File: config.mk
export PLATFORM = sky130hd
export DESIGN_NAME = pixel_blend_and_channel_adjust_top
export DESIGN_NICKNAME = d
export VERILOG_FILES = /design/src/rtl/pbca_pkg.sv /design/src/rtl/pbca_lane.sv /design/src/rtl/pbca_merge.sv /design/src/rtl/pixel_blend_and_channel_adjust_top.sv
export SDC_FILE = /design/constraint.sdc
export NUM_CORES = 1
export LEC_CHECK = 0
export ABC_AREA = 1
export BUFFER_PORTS_ARGS = -buffer_cell sky130_fd_sc_hd__clkbuf_2
export CORE_ASPECT_RATIO = 2
export CORE_MARGIN = 5
export CORE_UTILIZATION = 25
export CTS_BUF_LIST = sky130_fd_sc_hd__clkbuf_2 sky130_fd_sc_hd__clkbuf_4 sky130_fd_sc_hd__clkbuf_8
export DETAILED_ROUTE_END_ITERATION = 10
export GPL_TIMING_DRIVEN = 0
export PLACE_DENSITY = 0.5
export RECOVER_POWER = 25
export SLEW_MARGIN = 30
export SYNTH_ARGS = -nofsm -noshare
export SYNTH_HDL_FRONTEND = slang
export SYNTH_HIERARCHICAL = 1
export SYNTH_SLANG_ARGS = --single-unit
File: constraint.sdc
create_clock -name clk_i -period 6.3 [get_ports clk_i]
set_input_delay 0 -clock clk_i [delete_from_list [all_inputs] [get_ports clk_i]]
set_output_delay 0 -clock clk_i [all_outputs]
set_load 0.03 [all_outputs]
File: src/rtl/pbca_pkg.sv
`default_nettype none
// ----------------------------------------------------------------------------
// pbca_pkg: shared types and constants
// Pixel payload structs, mode and register codes, and the constants of the
// divide-by-255 reciprocal used by the blend lanes.
// ----------------------------------------------------------------------------
package pbca_pkg;

  // Input transfer: top (working) pixel and bottom pixel, BGR order
  typedef struct packed {
    logic [7:0] top_blue;
    logic [7:0] top_green;
    logic [7:0] top_red;
    logic [7:0] bottom_blue;
    logic [7:0] bottom_green;
    logic [7:0] bottom_red;
  } pix_in_t;

  // Output transfer: result pixel
  typedef struct packed {
    logic [7:0] out_blue;
    logic [7:0] out_green;
    logic [7:0] out_red;
  } pix_out_t;

  // Operating modes; code 7 is unused and passes the top pixel through
  typedef enum logic [2:0] {
    MODE_MUL    = 3'd0,
    MODE_SUB    = 3'd1,
    MODE_SCREEN = 3'd2,
    MODE_OVL    = 3'd3,
    MODE_ADD    = 3'd4,
    MODE_SCALE  = 3'd5,
    MODE_REPL   = 3'd6
  } mode_e;

  // Configuration register indexes
  typedef enum logic [1:0] {
    CFG_MODE   = 2'd0,
    CFG_CHSEL  = 2'd1,
    CFG_OFFSET = 2'd2,
    CFG_SCALE  = 2'd3
  } cfg_idx_e;

  // Channel select codes; code 3 selects nothing
  localparam logic [1:0] CH_BLUE  = 2'd0;
  localparam logic [1:0] CH_GREEN = 2'd1;
  localparam logic [1:0] CH_RED   = 2'd2;

  localparam int unsigned CfgDataW = 9;

  // Reset values of the configuration registers
  localparam logic [2:0] MODE_RST   = 3'd0;
  localparam logic [1:0] CHSEL_RST  = CH_RED;
  localparam logic [8:0] OFFSET_RST = 9'd0;
  localparam logic [7:0] SCALE_RST  = 8'd1;

  // floor(y / 255) = (y * RecipMul) >> RecipShift, exact for y < 2^17
  localparam logic [17:0] RecipMul   = 18'd131587;
  localparam int unsigned RecipShift = 25;
  localparam logic [16:0] RoundBias  = 17'd127;

  // Stage load enables handed from the top level to the datapath modules
  typedef struct packed {
    logic s1;
    logic s2;
    logic s3;
  } pbca_en_t;

endpackage
`default_nettype wire

File: src/rtl/pbca_lane.sv
`default_nettype none
// ----------------------------------------------------------------------------
// pbca_lane: one color channel blend lane
// Computes multiply, subtract, screen and overlay for one channel pair in two
// register stages: 8x8 product, then rounding divide by 255 via reciprocal.
// ----------------------------------------------------------------------------
module pbca_lane import pbca_pkg::*; (
  input  wire logic       clk_i,
  input  wire logic [2:0] mode_i,
  input  wire pbca_en_t   en_i,
  input  wire logic [7:0] top_i,
  input  wire logic [7:0] bot_i,
  output logic [7:0]      res_o
);

  // Stage 1 decode
  logic       is_sub;
  logic       is_ovl;
  logic       inv;
  logic [7:0] op_a;
  logic [7:0] op_b;
  logic [7:0] sub_val;

  assign is_sub  = (mode_i == MODE_SUB);
  assign is_ovl  = (mode_i == MODE_OVL);
  // screen and the upper overlay branch work on complements and invert back
  assign inv     = (mode_i == MODE_SCREEN) || (is_ovl && bot_i[7]);
  assign op_a    = inv ? ~top_i : top_i;
  assign op_b    = inv ? ~bot_i : bot_i;
  assign sub_val = (top_i > bot_i) ? (top_i - bot_i) : 8'd0;

  // Stage 1 registers: raw product and flags
  logic [15:0] prod1_q;
  logic        sh_q, inv1_q, sub1_q;
  logic [7:0]  subv1_q;

  always_ff @(posedge clk_i) begin
    if (en_i.s1) begin
      prod1_q <= {8'd0, op_a} * {8'd0, op_b};
      sh_q    <= is_ovl;
      inv1_q  <= inv;
      sub1_q  <= is_sub;
      subv1_q <= sub_val;
    end
  end

  // Stage 2: y = floor((2^k*2p + 255) / 2), then times reciprocal of 255
  logic [16:0] y_val;
  logic [34:0] rprod;

  assign y_val = (sh_q ? {prod1_q, 1'b0} : {1'b0, prod1_q}) + RoundBias;
  assign rprod = {18'd0, y_val} * {17'd0, RecipMul};

  logic [32:0] prod2_q;
  logic        inv2_q, sub2_q;
  logic [7:0]  subv2_q;

  always_ff @(posedge clk_i) begin
    if (en_i.s2) begin
      prod2_q <= rprod[32:0];
      inv2_q  <= inv1_q;
      sub2_q  <= sub1_q;
      subv2_q <= subv1_q;
    end
  end

  // Quotient is at most 255 for every blend mode
  logic [7:0] quo;
  assign quo   = prod2_q[RecipShift +: 8];
  assign res_o = sub2_q ? subv2_q : (inv2_q ? ~quo : quo);

endmodule
`default_nettype wire

File: src/rtl/pbca_merge.sv
`default_nettype none
// ----------------------------------------------------------------------------
// pbca_merge: channel adjust path and result merge
// Runs the add-offset, scale and replicate path alongside the lanes and
// combines it with the lane results into the output register.
// ----------------------------------------------------------------------------
module pbca_merge import pbca_pkg::*; (
  input  wire logic       clk_i,
  input  wire pbca_en_t   en_i,
  input  wire logic [2:0] mode_i,
  input  wire logic [1:0] chsel_i,
  input  wire logic [8:0] offset_i,
  input  wire logic [7:0] scale_i,
  input  wire pix_in_t    pix_i,
  input  wire logic [7:0] lane_b_i,
  input  wire logic [7:0] lane_g_i,
  input  wire logic [7:0] lane_r_i,
  output pix_out_t        pix_o
);

  // Stage 1: pick the selected top channel
  logic       [7:0] sel_c;
  logic signed [9:0] sum_d;

  always_comb begin
    case (chsel_i)
      CH_BLUE:  sel_c = pix_i.top_blue;
      CH_GREEN: sel_c = pix_i.top_green;
      CH_RED:   sel_c = pix_i.top_red;
      default:  sel_c = pix_i.top_blue;
    endcase
  end

  assign sum_d = $signed({2'b00, sel_c}) + $signed({offset_i[8], offset_i});

  logic signed [9:0] sum1_q;
  logic [15:0]       sprod1_q;
  logic [7:0]        c1_q;
  logic [2:0]        mode1_q;
  logic [1:0]        chsel1_q;
  logic [23:0]       top1_q;

  always_ff @(posedge clk_i) begin
    if (en_i.s1) begin
      sum1_q   <= sum_d;
      sprod1_q <= {8'd0, sel_c} * {8'd0, scale_i};
      c1_q     <= sel_c;
      mode1_q  <= mode_i;
      chsel1_q <= chsel_i;
      top1_q   <= {pix_i.top_blue, pix_i.top_green, pix_i.top_red};
    end
  end

  // Stage 2: saturate the adjusted channel
  logic [7:0] clamp_v;
  logic [7:0] scale_v;

  always_comb begin
    if (sum1_q[9]) begin
      clamp_v = 8'd0;
    end else if (sum1_q[8]) begin
      clamp_v = 8'd255;
    end else begin
      clamp_v = sum1_q[7:0];
    end
  end

  assign scale_v = (|sprod1_q[15:8]) ? 8'd255 : sprod1_q[7:0];

  logic [7:0]  adj2_q;
  logic [7:0]  c2_q;
  logic [2:0]  mode2_q;
  logic [1:0]  chsel2_q;
  logic [23:0] top2_q;

  always_ff @(posedge clk_i) begin
    if (en_i.s2) begin
      adj2_q   <= (mode1_q == MODE_ADD) ? clamp_v : scale_v;
      c2_q     <= c1_q;
      mode2_q  <= mode1_q;
      chsel2_q <= chsel1_q;
      top2_q   <= top1_q;
    end
  end

  // Output stage: merge lanes or adjust path
  pix_out_t out_d, out_q;

  always_comb begin
    out_d.out_blue  = top2_q[23:16];
    out_d.out_green = top2_q[15:8];
    out_d.out_red   = top2_q[7:0];
    case (mode2_q)
      MODE_MUL, MODE_SUB, MODE_SCREEN, MODE_OVL: begin
        out_d.out_blue  = lane_b_i;
        out_d.out_green = lane_g_i;
        out_d.out_red   = lane_r_i;
      end
      MODE_ADD, MODE_SCALE: begin
        case (chsel2_q)
          CH_BLUE:  out_d.out_blue  = adj2_q;
          CH_GREEN: out_d.out_green = adj2_q;
          CH_RED:   out_d.out_red   = adj2_q;
          default:  ;
        endcase
      end
      MODE_REPL: begin
        if (chsel2_q inside {CH_BLUE, CH_GREEN, CH_RED}) begin
          out_d.out_blue  = c2_q;
          out_d.out_green = c2_q;
          out_d.out_red   = c2_q;
        end
      end
      default: ;
    endcase
  end

  always_ff @(posedge clk_i) begin
    if (en_i.s3) begin
      out_q <= out_d;
    end
  end

  assign pix_o = out_q;

endmodule
`default_nettype wire

File: src/rtl/pixel_blend_and_channel_adjust_top.sv
`default_nettype none
// ----------------------------------------------------------------------------
// pixel_blend_and_channel_adjust_top: per-pixel blend and channel adjust
// Blends a top and a bottom BGR pixel or adjusts one channel of the top pixel.
// ----------------------------------------------------------------------------
// Usage:
//   Input channel in_valid_i/in_ready_o/in_data_i carries one top and one
//   bottom pixel per transfer; output channel out_valid_o/out_ready_i/
//   out_data_o carries one result pixel per transfer.
//   Configuration is a write-only port: cfg_we_i, cfg_idx_i, cfg_data_i;
//   write only while no pixel is in flight.
//   Pipeline: three register stages (product stage, reciprocal divide stage,
//   output register); out_valid_o rises once the pixel reaches the output
//   register, and the result transfers when out_ready_i is also high.
//   Throughput: one pixel per clock unless the output stalls; the three
//   channel lanes run side by side and each holds one 8x8 and one 17x18
//   multiplier. Stall: every full stage holds when the stage after it is
//   full and not moving; in_ready_o falls only when all three stages hold
//   data and out_ready_i is low.
//   Reset: pipeline empty, mode multiply, channel red, offset 0, scale 1.
// ----------------------------------------------------------------------------
module pixel_blend_and_channel_adjust_top import pbca_pkg::*; (
  input  wire logic                clk_i,
  input  wire logic                rst_ni,
  input  wire logic                cfg_we_i,
  input  wire logic [1:0]          cfg_idx_i,
  input  wire logic [CfgDataW-1:0] cfg_data_i,
  input  wire logic                in_valid_i,
  output logic                     in_ready_o,
  input  wire pix_in_t             in_data_i,
  output logic                     out_valid_o,
  input  wire logic                out_ready_i,
  output pix_out_t                 out_data_o
);

  // Configuration registers
  logic [2:0] mode_q;
  logic [1:0] chsel_q;
  logic [8:0] offset_q;
  logic [7:0] scale_q;

  always_ff @(posedge clk_i or negedge rst_ni) begin
    if (!rst_ni) begin
      mode_q   <= MODE_RST;
      chsel_q  <= CHSEL_RST;
      offset_q <= OFFSET_RST;
      scale_q  <= SCALE_RST;
    end else if (cfg_we_i) begin
      case (cfg_idx_i)
        CFG_MODE:   mode_q   <= cfg_data_i[2:0];
        CFG_CHSEL:  chsel_q  <= cfg_data_i[1:0];
        CFG_OFFSET: offset_q <= cfg_data_i[8:0];
        CFG_SCALE:  scale_q  <= cfg_data_i[7:0];
        default:    ;
      endcase
    end
  end

  // Pipeline flow control: a stage loads when it is empty or draining
  logic v1_q, v2_q, v3_q;
  logic v1_d, v2_d, v3_d;
  logic rdy1, rdy2, rdy3;
  pbca_en_t en;

  assign rdy3 = !v3_q || out_ready_i;
  assign rdy2 = !v2_q || rdy3;
  assign rdy1 = !v1_q || rdy2;

  assign en.s1 = rdy1;
  assign en.s2 = rdy2;
  assign en.s3 = rdy3;

  assign v1_d = rdy1 ? in_valid_i : v1_q;
  assign v2_d = rdy2 ? v1_q : v2_q;
  assign v3_d = rdy3 ? v2_q : v3_q;

  always_ff @(posedge clk_i or negedge rst_ni) begin
    if (!rst_ni) begin
      v1_q <= 1'b0;
      v2_q <= 1'b0;
      v3_q <= 1'b0;
    end else begin
      v1_q <= v1_d;
      v2_q <= v2_d;
      v3_q <= v3_d;
    end
  end

  assign in_ready_o  = rdy1;
  assign out_valid_o = v3_q;

  // Blend lanes, one per channel
  logic [7:0] lane_b, lane_g, lane_r;

  pbca_lane u_lane_b (
    .clk_i  (clk_i),
    .mode_i (mode_q),
    .en_i   (en),
    .top_i  (in_data_i.top_blue),
    .bot_i  (in_data_i.bottom_blue),
    .res_o  (lane_b)
  );

  pbca_lane u_lane_g (
    .clk_i  (clk_i),
    .mode_i (mode_q),
    .en_i   (en),
    .top_i  (in_data_i.top_green),
    .bot_i  (in_data_i.bottom_green),
    .res_o  (lane_g)
  );

  pbca_lane u_lane_r (
    .clk_i  (clk_i),
    .mode_i (mode_q),
    .en_i   (en),
    .top_i  (in_data_i.top_red),
    .bot_i  (in_data_i.bottom_red),
    .res_o  (lane_r)
  );

  // Adjust path and merge into output register
  pbca_merge u_merge (
    .clk_i    (clk_i),
    .en_i     (en),
    .mode_i   (mode_q),
    .chsel_i  (chsel_q),
    .offset_i (offset_q),
    .scale_i  (scale_q),
    .pix_i    (in_data_i),
    .lane_b_i (lane_b),
    .lane_g_i (lane_g),
    .lane_r_i (lane_r),
    .pix_o    (out_data_o)
  );

  // Input backpressure only when the whole pipeline is full and stalled
  a_full_stall: assert property (@(posedge clk_i) disable iff (!rst_ni)
    !in_ready_o |-> (v1_q && v2_q && v3_q && !out_ready_i))
    else $error("input stalled while pipeline has room");

  // An accepted input transfer lands in stage one
  a_in_lands: assert property (@(posedge clk_i) disable iff (!rst_ni)
    (in_valid_i && in_ready_o) |=> v1_q)
    else $error("accepted pixel lost at stage one");

  // Replicate mode gives a gray pixel
  a_repl_gray: assert property (@(posedge clk_i) disable iff (!rst_ni)
    (out_valid_o && mode_q == MODE_REPL && chsel_q <= CH_RED && $stable(mode_q)
     && $stable(chsel_q))
    |-> (out_data_o.out_blue == out_data_o.out_green
         && out_data_o.out_green == out_data_o.out_red))
    else $error("replicate mode result is not gray");

endmodule
`default_nettype wire
== Yosys cells after proc, flatten, opt, wreduce, memory -nomap -nowiden ==
Cells that the tools add are included.
Widths: inputs -> output; s select.

* Output and inout bits: 26
* Bits of input ports: 64
* RAM bits: 0
* Memory bits (read-only): 0
* Latch bits: 0
* Word-level logic and storage cells: 133
* Memories kept: 0
* Register bits: 361

* Bitwise logic cells: 9
* Add/subtract/negate cells: 7
* Muxes and demuxes: 25
* Shifts and indexed selects: 0
* Multipliers: 7
* Order comparisons: 3
* Equality and inequality tests: 17
* Divide/modulo/power cells: 0
* Reductions and logical operators: 23

{| class="wikitable"
|+ Operator list
! cell !! count
|-
| $mux 8 || 19
|-
| $mul 17x18->33 const B || 3
|-
| $not 8->8 || 9
|-
| $pmux 24 s3 || 1
|-
| $mul 8x8->16 || 4
|-
| $add 17x7->17 const B || 3
|-
| $mux 17 || 3
|-
| $gt 8x8->1 || 3
|-
| $mux 24 || 1
|-
| $sub 8x8->8 || 3
|-
| $pmux 8 s2 || 1
|-
| $eq 3x2->1 const B || 4
|-
| $eq 3x3->1 const B || 4
|-
| $add 9x9->10 || 1
|-
| $eq 2x2->1 const B || 4
|-
| $reduce_and 2->1 || 4
|-
| $reduce_or 8->1 || 1
|-
| $eq 2x1->1 const B || 3
|-
| $eq 3x1->1 const B || 2
|-
| $logic_or 1x1->1 || 6
|-
| $logic_not 2->1 || 2
|-
| $reduce_or 4->1 || 1
|-
| $logic_and 1x1->1 || 3
|-
| $logic_not 1->1 || 3
|-
| 3 further kinds || 3
|}

== Depth between registers and ports, before layout ==
Gate-level depths: netlist of the first run.

* Depth in word-level cells: 5
* Mapped depth: 38

== By module ==
Netlist of the first run, hierarchy kept.

{| class="wikitable"
|+ Modules (own cells, without submodules)
! module !! area each (µm²) !! cells an instance !! instances
|-
| pbca_merge || 7861.3 || 795 || 1
|-
| pbca_lane at u_lane_r || 7673.6 || 1001 || 1
|-
| pbca_lane at u_lane_b || 7588.5 || 981 || 1
|-
| pbca_lane at u_lane_g || 7584.8 || 985 || 1
|-
| pixel_blend_and_channel_adjust_top || 1047.3 || 114 || 1
|}

== Least setup slack after synthesis of the first run ==
Ideal clock, no wire load.

* Kind: register to register
* Start: register v3_q (netlist: out_valid_o)
* End: register u_lane_b.inv1_q, enable pin
* Required time: 4.317 ns
* Clock period less this slack: 6.785 ns
* Cell stages (with the launch flop): 2
* Path slack: -0.485 ns
* Arrival: 4.803 ns
* Library setup time: 1.983 ns
* Path through: dfrtp_1 -> nand4_1

* Cells in the longest elaborated chain, start to end: 4

{| class="wikitable"
|+ RTL lines
! item !! line !! source
|-
| start, declared || pixel_blend_and_channel_adjust_top.sv:60 || <nowiki>logic v1_q, v2_q, v3_q;</nowiki>
|-
| start signal, assigned || pixel_blend_and_channel_adjust_top.sv:85 || <nowiki>v3_q <= v3_d;</nowiki>
|-
| $logic_not 1->1 || pixel_blend_and_channel_adjust_top.sv:65 || <nowiki>assign rdy3 = !v3_q || out_ready_i;</nowiki>
|-
| $logic_or 1x1->1 || pixel_blend_and_channel_adjust_top.sv:65 ||
|-
| $logic_or 1x1->1 || pixel_blend_and_channel_adjust_top.sv:66 || <nowiki>assign rdy2 = !v2_q || rdy3;</nowiki>
|-
| $logic_or 1x1->1 || pixel_blend_and_channel_adjust_top.sv:67 || <nowiki>assign rdy1 = !v1_q || rdy2;</nowiki>
|-
| net in_ready_o || pixel_blend_and_channel_adjust_top.sv:29 || <nowiki>output logic in_ready_o,</nowiki>
|-
| end signal, assigned || pbca_lane.sv:41 || <nowiki>inv1_q <= inv;</nowiki>
|-
| end, declared || pbca_lane.sv:34 || <nowiki>logic sh_q, inv1_q, sub1_q;</nowiki>
|}

The timed path passes the listed nets, and every way through them passes these cells.
A chain may end at the register's enable or synchronous reset.

== Worst setup path after layout of the first run ==
* Start: register u_lane_g.sh_q
* End: register u_lane_g.prod2_q[31] (data pin)

* Cells in the longest elaborated chain, start to end: 3

{| class="wikitable"
|+ RTL lines
! item !! line !! source
|-
| start, declared || pbca_lane.sv:34 ||
|-
| start signal, assigned || pbca_lane.sv:40 || <nowiki>sh_q <= is_ovl;</nowiki>
|-
| $mux 17 || pbca_lane.sv:51 || <nowiki>assign y_val = (sh_q ? {prod1_q, 1'b0} : {1'b0, prod1_q}) + RoundBias;</nowiki>
|-
| $add 17x7->17 || pbca_lane.sv:51 ||
|-
| $mul 17x18->33 || pbca_lane.sv:52 || <nowiki>assign rprod = {18'd0, y_val} * {17'd0, RecipMul};</nowiki>
|-
| net u_lane_g.rprod[31] || pbca_lane.sv:49 || <nowiki>logic [34:0] rprod;</nowiki>
|-
| end signal, assigned || pbca_lane.sv:60 || <nowiki>prod2_q <= rprod[32:0];</nowiki>
|-
| end, declared || pbca_lane.sv:54 || <nowiki>logic [32:0] prod2_q;</nowiki>
|}

The timed path passes the listed nets, and every way through them passes these cells.

==> results of run 1 <==
==> metal layers <==
| layer | up-vias | part of all wire, % |
|---|---|---|
| met2 | 448 | 57 |
| met3 | 222 | 2.5 |
| met5 | - | 0.037 |
| met4 | 6 | 6.4 |
| met1 | 12117 | 34 |
| li1 | 12861 | - |
==> stage by stage <==
stage	setup slack (ns)	std cells	utilization, %	cell area, um2
global route	0.00883	5798	28.3	35800
global placement	-2.77	5647	27.1	34300
detailed placement	0.240	5662	27.2	34500
CTS	0.214	5795	28.3	35900
finish	0.356	5799	28.3	35800
floorplan	-0.349	3876	-	31800
==> cell type report <==
type	count	area [um2]	share of cell area, %
Tap cell	1683	2110	5.88
Buffer	42	294	0.821
Clock buffer	48	629	1.76
Antenna cell	4	10.0	0.0280
Multi-Input combinational cell	2822	20100	56.1
Timing Repair Buffer	162	1130	3.17
Sequential cell	292	8650	24.1
Clock inverter	26	188	0.524
Inverter	720	2710	7.57
==> cells by family (layout without fill, tap and decap cells) <==
group,count (synthesis),in the layout
flops,292,292
fa+ha+maj,644,644
simple gates,1696,1696
buf+inv,762,998
xor+xnor,146,146
compound gates,336,336
other cells,0,4
==> what timing repair did <==
action | 4_1_cts | 5_1_grt
gates resized for setup | 0 | 2
hold buffers | 59 | 0
hold endpoints to repair | 86 | 0
setup endpoints to repair | 0 | 4
==> how the worst max path moves through the flow <==
stage,startpoint,end,cells after the start
3_3_place_gp,v1_q$_DFFE_PN0P_,u_lane_b/prod1_q[8]$_DFFE_PP_,1
5_1_grt,u_lane_g/sh_q$_DFFE_PP_,u_lane_g/prod2_q[31]$_DFFE_PP_,30
2_1_floorplan,out_valid_o$_DFFE_PN0P_,u_lane_b/inv1_q$_DFFE_PP_,1
6_report,u_lane_g/sh_q$_DFFE_PP_,u_lane_g/prod2_q[31]$_DFFE_PP_,30
3_5_place_dp,u_lane_b/sh_q$_DFFE_PP_,u_lane_b/prod2_q[29]$_DFFE_PP_,28
4_1_cts,u_lane_b/sh_q$_DFFE_PP_,u_lane_b/prod2_q[32]$_DFFE_PP_,29
==> worst reg2reg max path: cells and delay by family, from the launching register on <==
kind / cells / cell delay, ns
AO/OA/AOI/OAI: 3 / 0.75
adder cells (fa/ha/maj): 7 / 2.32
buffers and inverters: 5 / 0.57
flip-flops: 1 / 0.49
AND/OR/NAND/NOR: 15 / 1.56
==> Yosys cell counts (10+ instances only) <==
cell type  number
a21oi_1       113
edfxtp_1      267
nor2_2         12
nor2_1        340
nand3_2        12
o21ai_1        25
o21ai_0       100
o211ai_1       31
o21bai_1       13
xnor2_1        55
inv_1         692
xor2_1         76
buf_6          10
nand2_1       986
xor2_2         14
a21o_1         10
nand2_4        10
o21ai_2        12
nand4_1        83
nor3_1         34
nand3_1       138
clkbuf_1       12
inv_2          26
nand2_2        39
nor2_4         13
ha_1          463
dfrtp_1        23
fa_1          181
==> sequential cells by signal, summed over array words and instances, names as in the netlist, 9 cells and up <==
| signal | cells |
|---|---|
| u_lane_b/prod1_q | 16 |
| u_merge/sum1_q | 10 |
| u_merge/top1_q | 24 |
| u_merge/pix_o | 24 |
| u_lane_r/prod1_q | 16 |
| u_merge/sprod1_q | 16 |
| u_lane_g/prod1_q | 16 |
| offset_q | 9 |
| u_merge/top2_q | 24 |
==> results.sh, run 1 <==
export IMPL_clkLatencyLatePin_ns=0.62
export IMPL_track_usage_pct=14.0
export IMPL_final_common_cell="nand2_1"
export IMPL_use_met1_pct=13.1
export IMPL_htreeDepth=2
export IMPL_rows=185
export IMPL_die_h_um=514
export IMPL_ios=90
export IMPL_wl_per_cell_um=16.4
export IMPL_synth_top_family_by_area="adder cells"
export IMPL_cts_buffers=41
export IMPL_hold_viol=0
export IMPL_dp_hpwl_um=82100
export IMPL_syn_inst=3876
export IMPL_drt_total_wl_um=95300
export IMPL_cp_start_kind="flip-flop"
export IMPL_ys_flop_type="edfxtp_1"
export IMPL_fillCellCount=13813
export IMPL_ys_ff_latch=292
export IMPL_synth_top_area_share_pct=25.2
export IMPL_core_um2=127000
export IMPL_drtIter0Drc=893
export IMPL_max_cap_viol_count=1
export IMPL_cts_setup_buffers=0
export IMPL_synth_area_mux_share_pct=0
export IMPL_critPathBufInv=5
export IMPL_clkTransAtPathRegs_ns=0.08
export IMPL_layout_min_cycle_time_ns=5.94
export IMPL_reg2reg_slack_ns=0.36
export IMPL_violations="capacitance limit, slew limit"
export IMPL_synthTopCellsByArea="edfxtp_1 25%, ha_1 18%, nand2_1 12%, fa_1 11%, inv_1 8.2%"
export IMPL_crit_arrival_ns=6.29
export IMPL_reg2reg_to="u_lane_g/prod2_q[31]$_DFFE_PP_"
export IMPL_met2_usage_pct=28.7
export IMPL_place_gp_congestion=0.928
export IMPL_whs_endpoint="u_lane_r/inv1_q$_DFFE_PP_"
export IMPL_remaining_drc_errors=0
export IMPL_outcome="finished, violations left"
export IMPL_cp_slowest_stage_delay_ns=0.49
export IMPL_synthAdderAreaFrac_pct=29.7
export IMPL_rsz0062_at_grt="false"
export IMPL_min_from="in_data_i[7]"
export IMPL_root_buffer="clkbuf_8"
export IMPL_synthesis_nets=4584
export IMPL_finalSetupViolCount=0
export IMPL_die_area_um2=135000
export IMPL_antenna_found_initial=7
export IMPL_synth_xor_area_share_pct=4.38
export IMPL_rr_startpoint="u_lane_g/sh_q$_DFFE_PP_"
export IMPL_crit_family="adder cells"
export IMPL_cts_tree="built"
export IMPL_drive_above_1_share_pct=7.98
export IMPL_port_buffer_count=88
export IMPL_worst_setup_path_type="flip-flop to flip-flop"
export IMPL_holdPathStages=4
export IMPL_nets=4789
export IMPL_grt_busiest_layer="met2"
export IMPL_final_cell_mix="986 x nand2_1, 692 x inv_1, 463 x ha_1"
export IMPL_critical_path_max_fanout=10
export IMPL_synth_compound_area_share_pct=6.23
export IMPL_critPathCaptureType="flip-flop"
export IMPL_synth_simple_area_share_pct=23.0
export IMPL_syn_area_per_cell_um2=8.19
export IMPL_synth_distinct_cells=55
export IMPL_initial_core_util_pct=25.1
export IMPL_syn_cell_area_um2=31800
export IMPL_via_per_inst=4.42
export IMPL_synth_seq_area_share_pct=27.2
export IMPL_async_flop_share_pct=8.56
export IMPL_yosysTopAreaCell="edfxtp_1"
export IMPL_hold_class="primary input to flip-flop"
export IMPL_grt_pass1_wl_um=145000
export IMPL_vias=25654
export IMPL_met3_usage_pct=1.14
export IMPL_synth_edf_count=267
export IMPL_grt_pass1_vias=26926
export IMPL_whs_ns=0.104
export IMPL_die_w_um=262
export IMPL_relSlewSlack_pct=-0.793
export IMPL_fmax_ghz=0.168
export IMPL_cp_required_ns=6.64
export IMPL_grt_max_degree=46
export IMPL_drt_pass1_iter_count=7
export IMPL_crit_slowest_cell="edfxtp_1"
export IMPL_fin_crit_sh_pct=94.3
export IMPL_grt_ovfl_total=0
export IMPL_ys_warn_count=6
export IMPL_rr_worst_depth=30
export IMPL_finalMaxSlewViolations=29
export IMPL_crit_top_cell="nand2_1"
export IMPL_ant_nets=0
export IMPL_cts_sink_count=292
export IMPL_cts_buffer_depth=3
export IMPL_areaGrowthSynthToFinish_pct=12.8
export IMPL_fin_setup_tns_ns=0
export IMPL_fin_skew_ns=0.0539
export IMPL_tightest_slew_ns=1.51
Power of run 1 is not shown: default switching activity piles up to over one toggle a cycle in this logic, so the estimate is an artifact.
==> inputs of run 2 (changes only) <==
--- a/config.mk
+++ b/config.mk
@@ -8,9 +8,8 @@
 export ABC_AREA = 1
 export BUFFER_PORTS_ARGS = -buffer_cell sky130_fd_sc_hd__clkbuf_2
 export CORE_ASPECT_RATIO = 2
-export CORE_MARGIN = 5
+export CORE_MARGIN = 2
 export CORE_UTILIZATION = 25
-export CTS_BUF_LIST = sky130_fd_sc_hd__clkbuf_2 sky130_fd_sc_hd__clkbuf_4 sky130_fd_sc_hd__clkbuf_8
 export DETAILED_ROUTE_END_ITERATION = 10
 export GPL_TIMING_DRIVEN = 0
 export PLACE_DENSITY = 0.5
==> run 2 against run 1 <==
Effect of this change: the flow still finishes with violations (capacitance limit, slew limit); largest cell class unchanged; routed wire length fell by 0.48%; register-to-register slack improved by 0.02 ns; non-clock buffer count grew 6; critical path depth shrank 3; clock-buffer cell count is 19 lower; final cell count decreased by 0.34%; via count shrank 0.92%; global-route usage up 0.64 points.
==> results.sh, run 2 (synthesis results as in run 1) <==
export IMPL_layout_min_cycle_time_ns=5.92
export IMPL_grt_pass1_vias=26940
export IMPL_remaining_drc_errors=0
export IMPL_holdPathStages=3
export IMPL_htreeDepth=1
export IMPL_tightest_slew_ns=1.52
export IMPL_ant_nets=0
export IMPL_drtIter0Drc=840
export IMPL_fillCellCount=13658
export IMPL_vias=25418
export IMPL_fmax_ghz=0.169
export IMPL_nets=4780
export IMPL_reg2reg_slack_ns=0.38
export IMPL_reg2reg_to="u_lane_b/prod2_q[32]$_DFFE_PP_"
export IMPL_critical_path_max_fanout=10
export IMPL_dp_hpwl_um=82200
export IMPL_critPathCaptureType="flip-flop"
export IMPL_multi_input_area_um2=20100
export IMPL_violations="capacitance limit, slew limit"
export IMPL_placedCellCount=5662
export IMPL_grt_max_degree=46
export IMPL_finalSetupViolCount=0
export IMPL_cts_sink_count=292
export IMPL_final_common_cell="nand2_1"
export IMPL_whs_endpoint="u_lane_g/prod1_q[0]$_DFFE_PP_"
export IMPL_outcome="finished, violations left"
export IMPL_via_per_inst=4.40
export IMPL_ios=90
export IMPL_rr_startpoint="u_lane_b/sh_q$_DFFE_PP_"
export IMPL_finalMaxSlewViolations=29
export IMPL_cp_start_kind="flip-flop"
export IMPL_clkTransAtPathRegs_ns=0.08
export IMPL_port_buffer_count=88
export IMPL_clkLatencyLatePin_ns=0.59
export IMPL_grt_ovfl_total=0
export IMPL_cts_buffers=26
export IMPL_die_w_um=256
export IMPL_rows=185
export IMPL_rr_worst_depth=27
export IMPL_ff_latch_area_um2=8650
export IMPL_root_buffer="clkbuf_16"
export IMPL_grt_pass1_wl_um=146000
export IMPL_hold_class="primary input to flip-flop"
export IMPL_crit_arrival_ns=6.26
export IMPL_areaGrowthSynthToFinish_pct=13.4
export IMPL_rsz0062_at_grt="false"
export IMPL_cts_buffer_depth=3
export IMPL_fin_crit_sh_pct=94.0
export IMPL_track_usage_pct=14.6
export IMPL_core_um2=127000
export IMPL_initial_core_util_pct=25.1
export IMPL_die_h_um=508
export IMPL_place_gp_congestion=0.917
export IMPL_wl_per_cell_um=16.4
export IMPL_fin_skew_ns=0.0185
export IMPL_cts_tree="built"
export IMPL_max_cap_viol_count=1
export IMPL_die_area_um2=130000
export IMPL_final_cell_mix="985 x nand2_1, 692 x inv_1, 463 x ha_1"
export IMPL_cp_required_ns=6.65
export IMPL_hold_viol=0
export IMPL_worst_setup_path_type="flip-flop to flip-flop"
export IMPL_drt_pass1_iter_count=5
export IMPL_layout_cells_non_filler=5779
export IMPL_drt_total_wl_um=94900
export IMPL_drive_above_1_share_pct=7.55
export IMPL_antenna_found_initial=5
export IMPL_relSlewSlack_pct=-1.79
export IMPL_min_from="out_ready_i"
==> run 2: worst max path at each step <==
stage / start / end / cells past startpoint
floorplan: out_valid_o$_DFFE_PN0P_ / u_lane_b/inv1_q$_DFFE_PP_ / 1
global placement: v1_q$_DFFE_PN0P_ / u_lane_b/prod1_q[8]$_DFFE_PP_ / 1
detailed placement: u_lane_g/sh_q$_DFFE_PP_ / u_lane_g/prod2_q[29]$_DFFE_PP_ / 28
CTS: u_lane_g/sh_q$_DFFE_PP_ / u_lane_g/prod2_q[29]$_DFFE_PP_ / 28
global route: u_lane_g/sh_q$_DFFE_PP_ / u_lane_g/prod2_q[29]$_DFFE_PP_ / 28
finish: u_lane_b/sh_q$_DFFE_PP_ / u_lane_b/prod2_q[32]$_DFFE_PP_ / 27
==> run 2: layout make-up <==
type	instances	share of cell area [%]
clock buffers	29	1.90
clock inverters	19	0.712
inverters	720	7.53
flip-flops and latches	292	24.0
diodes	4	0.0278
well taps	1683	5.85
plain buffers	42	0.817
multi-input cells	2822	55.8
repair buffers	168	3.33
==> run 2: per-layer routing <==
layer  global-route usage [%]  routed length [um]  up-vias
met1                     13.7               33400    11897
met3                     1.11                1900      232
met4                     9.54                6730        2
met2                     29.8               52900      455
met5                        0                  13        -
li1                         -                   -    12832
==> run 2: repair_timing <==
item	4_1_cts	5_1_grt
hold buffers	65	0
buffers inserted	0	0
endpoints found under the setup margin	0	10
resized for setup	0	5
hold endpoints to repair	82	0
==> run 2: metrics by stage <==
| stage | setup WS, ns | hold slack, ns | instance area [um2] | TNS [ns] | utilization [%] |
|---|---|---|---|---|---|
| floorplan | -0.349 | -0.296 | 31800 | -50.24 | - |
| finish | 0.380 | 0.0859 | 36000 | 0 | 28.4 |
| detailed placement | 0.187 | 0.0813 | 34500 | 0 | 27.2 |
| CTS | 0.145 | 0.0584 | 36100 | 0 | 28.5 |
| global placement | -2.98 | 0.0721 | 34300 | -428.75 | 27.1 |
| global route | 0.0376 | 0.123 | 36000 | 0 | 28.4 |
==> run 2: critical path, cell delays in order, from the launching register on <==
cell and delay, ns:
edfxtp_1 0.38, buf_6 0.16, buf_4 0.18, o21ai_1 0.35, inv_1 0.12, ha_1 0.27, nand3_1 0.15, nor2_2 0.08
nand3_4 0.10, nand3_2 0.11, nor2_1 0.22, xor2_1 0.50, ha_1 0.34, ha_1 0.33, ha_1 0.32, fa_1 0.43
ha_1 0.29, ha_1 0.31, nand2_1 0.12, nor2_1 0.05, nor2_1 0.24, nand2_1 0.10, inv_1 0.06, nand2_1 0.10
nand2_1 0.16, nand2_1 0.07, nand2_1 0.07, nand2_1 0.05
Power of run 2 is left out for the same reason.
==> inputs of run 3 (changes only) <==
--- a/config.mk
+++ b/config.mk
@@ -13,7 +13,6 @@
 export DETAILED_ROUTE_END_ITERATION = 10
 export GPL_TIMING_DRIVEN = 0
 export PLACE_DENSITY = 0.5
-export RECOVER_POWER = 25
 export SLEW_MARGIN = 30
 export SYNTH_ARGS = -nofsm -noshare
 export SYNTH_HDL_FRONTEND = slang
==> run 3 against run 2 <==
Effect of this change: the run now ends clean; worst setup slack worse by 0.00095 ns; global-route usage unchanged; design area up 0.18%; critical path depth unchanged; routed wire length about the same; final cell count unchanged; largest cell class unchanged.
==> results.sh, run 3 (synthesis results as in run 1) <==
export IMPL_drt_pass1_iter_count=5
export IMPL_outcome="finished clean"
export IMPL_worst_setup_path_type="flip-flop to flip-flop"
export IMPL_antenna_found_initial=5
export IMPL_fin_skew_ns=0.0184
export IMPL_ios=90
export IMPL_finalMaxSlewViolations=0
export IMPL_final_common_cell="nand2_1"
export IMPL_cts_buffers=26
export IMPL_critPathCaptureType="flip-flop"
export IMPL_whs_ns=0.105
export IMPL_fmax_ghz=0.169
export IMPL_reg2reg_to="u_lane_b/prod2_q[32]$_DFFE_PP_"
export IMPL_die_w_um=256
export IMPL_cp_required_ns=6.65
export IMPL_cts_buffer_depth=3
export IMPL_track_usage_pct=14.6
export IMPL_clkTransAtPathRegs_ns=0.08
export IMPL_drt_total_wl_um=94900
export IMPL_nets=4780
export IMPL_critical_path_max_fanout=10
export IMPL_cts_setup_buffers=0
export IMPL_grt_max_degree=46
export IMPL_clkLatencyLatePin_ns=0.59
export IMPL_remaining_drc_errors=0
export IMPL_port_buffer_count=88
export IMPL_initial_core_util_pct=25.1
export IMPL_layout_min_cycle_time_ns=5.92
export IMPL_max_cap_viol_count=0
export IMPL_dp_hpwl_um=82200
export IMPL_via_per_inst=4.40
export IMPL_cts_tree="built"
export IMPL_grt_ovfl_total=0
export IMPL_cp_start_kind="flip-flop"
export IMPL_min_from="in_data_i[7]"
export IMPL_hold_class="primary input to flip-flop"
export IMPL_htreeDepth=1
export IMPL_wl_per_cell_um=16.4
export IMPL_rows=185
export IMPL_tightest_slew_ns=0.910
export IMPL_grt_pass1_vias=26940
export IMPL_place_gp_congestion=0.917
export IMPL_drive_above_1_share_pct=8.41
export IMPL_vias=25445
export IMPL_grt_pass1_wl_um=146000
export IMPL_rr_worst_depth=27
export IMPL_die_h_um=508
export IMPL_die_area_um2=130000
export IMPL_placedInstanceArea_um2=34500
export IMPL_final_cell_mix="985 x nand2_1, 692 x inv_1, 463 x ha_1"
export IMPL_postLayoutSetupSlackWorst_ns=0.379
export IMPL_relSlewSlack_pct=39.4
export IMPL_root_buffer="clkbuf_16"
export IMPL_ant_nets=0
export IMPL_hold_viol=0
export IMPL_crit_arrival_ns=6.27
export IMPL_cts_sink_count=292
export IMPL_worstSetupEndpoint="u_lane_b/prod2_q[32]$_DFFE_PP_"
export IMPL_core_um2=127000
export IMPL_reg2reg_slack_ns=0.38
export IMPL_rr_startpoint="u_lane_b/sh_q$_DFFE_PP_"
export IMPL_pre_cts_slack_ns=0.187
export IMPL_fin_crit_sh_pct=94.0
export IMPL_design_area_um2=36100
export IMPL_cp_startpoint="u_lane_b/sh_q$_DFFE_PP_"
export IMPL_areaGrowthSynthToFinish_pct=13.6
export IMPL_rsz0062_at_grt="false"
export IMPL_fin_util_pct=28.5
export IMPL_drtIter0Drc=856
export IMPL_finalSetupViolCount=0
run 3: metrics by stage:
stage	setup TNS (ns)	std cells
after floorplan	-50.24	3876
after global placement	-428.75	5647
after detailed placement	0	5662
after CTS	0	5775
after global routing	0	5779
final	0	5779
run 3: what timing repair did:
action,4_1_cts,5_1_grt
resized for setup,0,5
setup endpoints to repair,0,10
hold buffers,65,0
hold endpoints to repair,82,0
run 3: how the worst min path moves through the flow:
| stage | endpoint | slack, ns | depth (start not counted) |
|---|---|---|---|
| 2_1_floorplan | chsel_q[0]$_DFFE_PN0P_ | -0.30 | 0 |
| 3_3_place_gp | mode_q[2]$_DFFE_PN0P_ | 0.07 | 1 |
| 3_5_place_dp | offset_q[5]$_DFFE_PN0P_ | 0.08 | 1 |
| 4_1_cts | u_lane_r/inv1_q$_DFFE_PP_ | 0.06 | 4 |
| 5_1_grt | u_lane_r/inv1_q$_DFFE_PP_ | 0.12 | 4 |
| 6_report | u_lane_r/inv1_q$_DFFE_PP_ | 0.11 | 4 |
run 3: critical path: stages, from the launching register on:
cell and delay (ns):
edfxtp_1 0.38, buf_6 0.16, buf_4 0.18, o21ai_1 0.35, inv_1 0.12, ha_1 0.27
nand3_1 0.15, nor2_2 0.08, nand3_4 0.10, nand3_2 0.11, nor2_1 0.22, xor2_1 0.50
ha_1 0.34, ha_1 0.33, ha_1 0.32, fa_1 0.43, ha_1 0.29, ha_1 0.31
nand2_1 0.12, nor2_1 0.05, nor2_1 0.24, nand2_1 0.10, inv_1 0.06, nand2_1 0.10
nand2_1 0.16, nand2_1 0.07, nand2_1 0.07, nand2_1 0.05
run 3: cell type report:
cell class	instances	area, um2
flip-flops and latches	292	8650
diodes	4	10.0
fillers	13641	90500
plain buffers	42	305
repair buffers	168	1230
inverters	720	2710
well taps	1683	2110
clock inverters	19	256
multi-input cells	2822	20100
clock buffers	29	683
run 3: layer usage:
layer,up-vias,track usage (%),routed length [um],share of wire (%)
met4,2,9.54,6730,7.1
met2,462,29.8,52900,56
met3,234,1.11,1960,2.1
met5,-,0,13,0.014
li1,12828,-,-,-
met1,11919,13.7,33300,35
Power of run 3 is left out for the same reason.
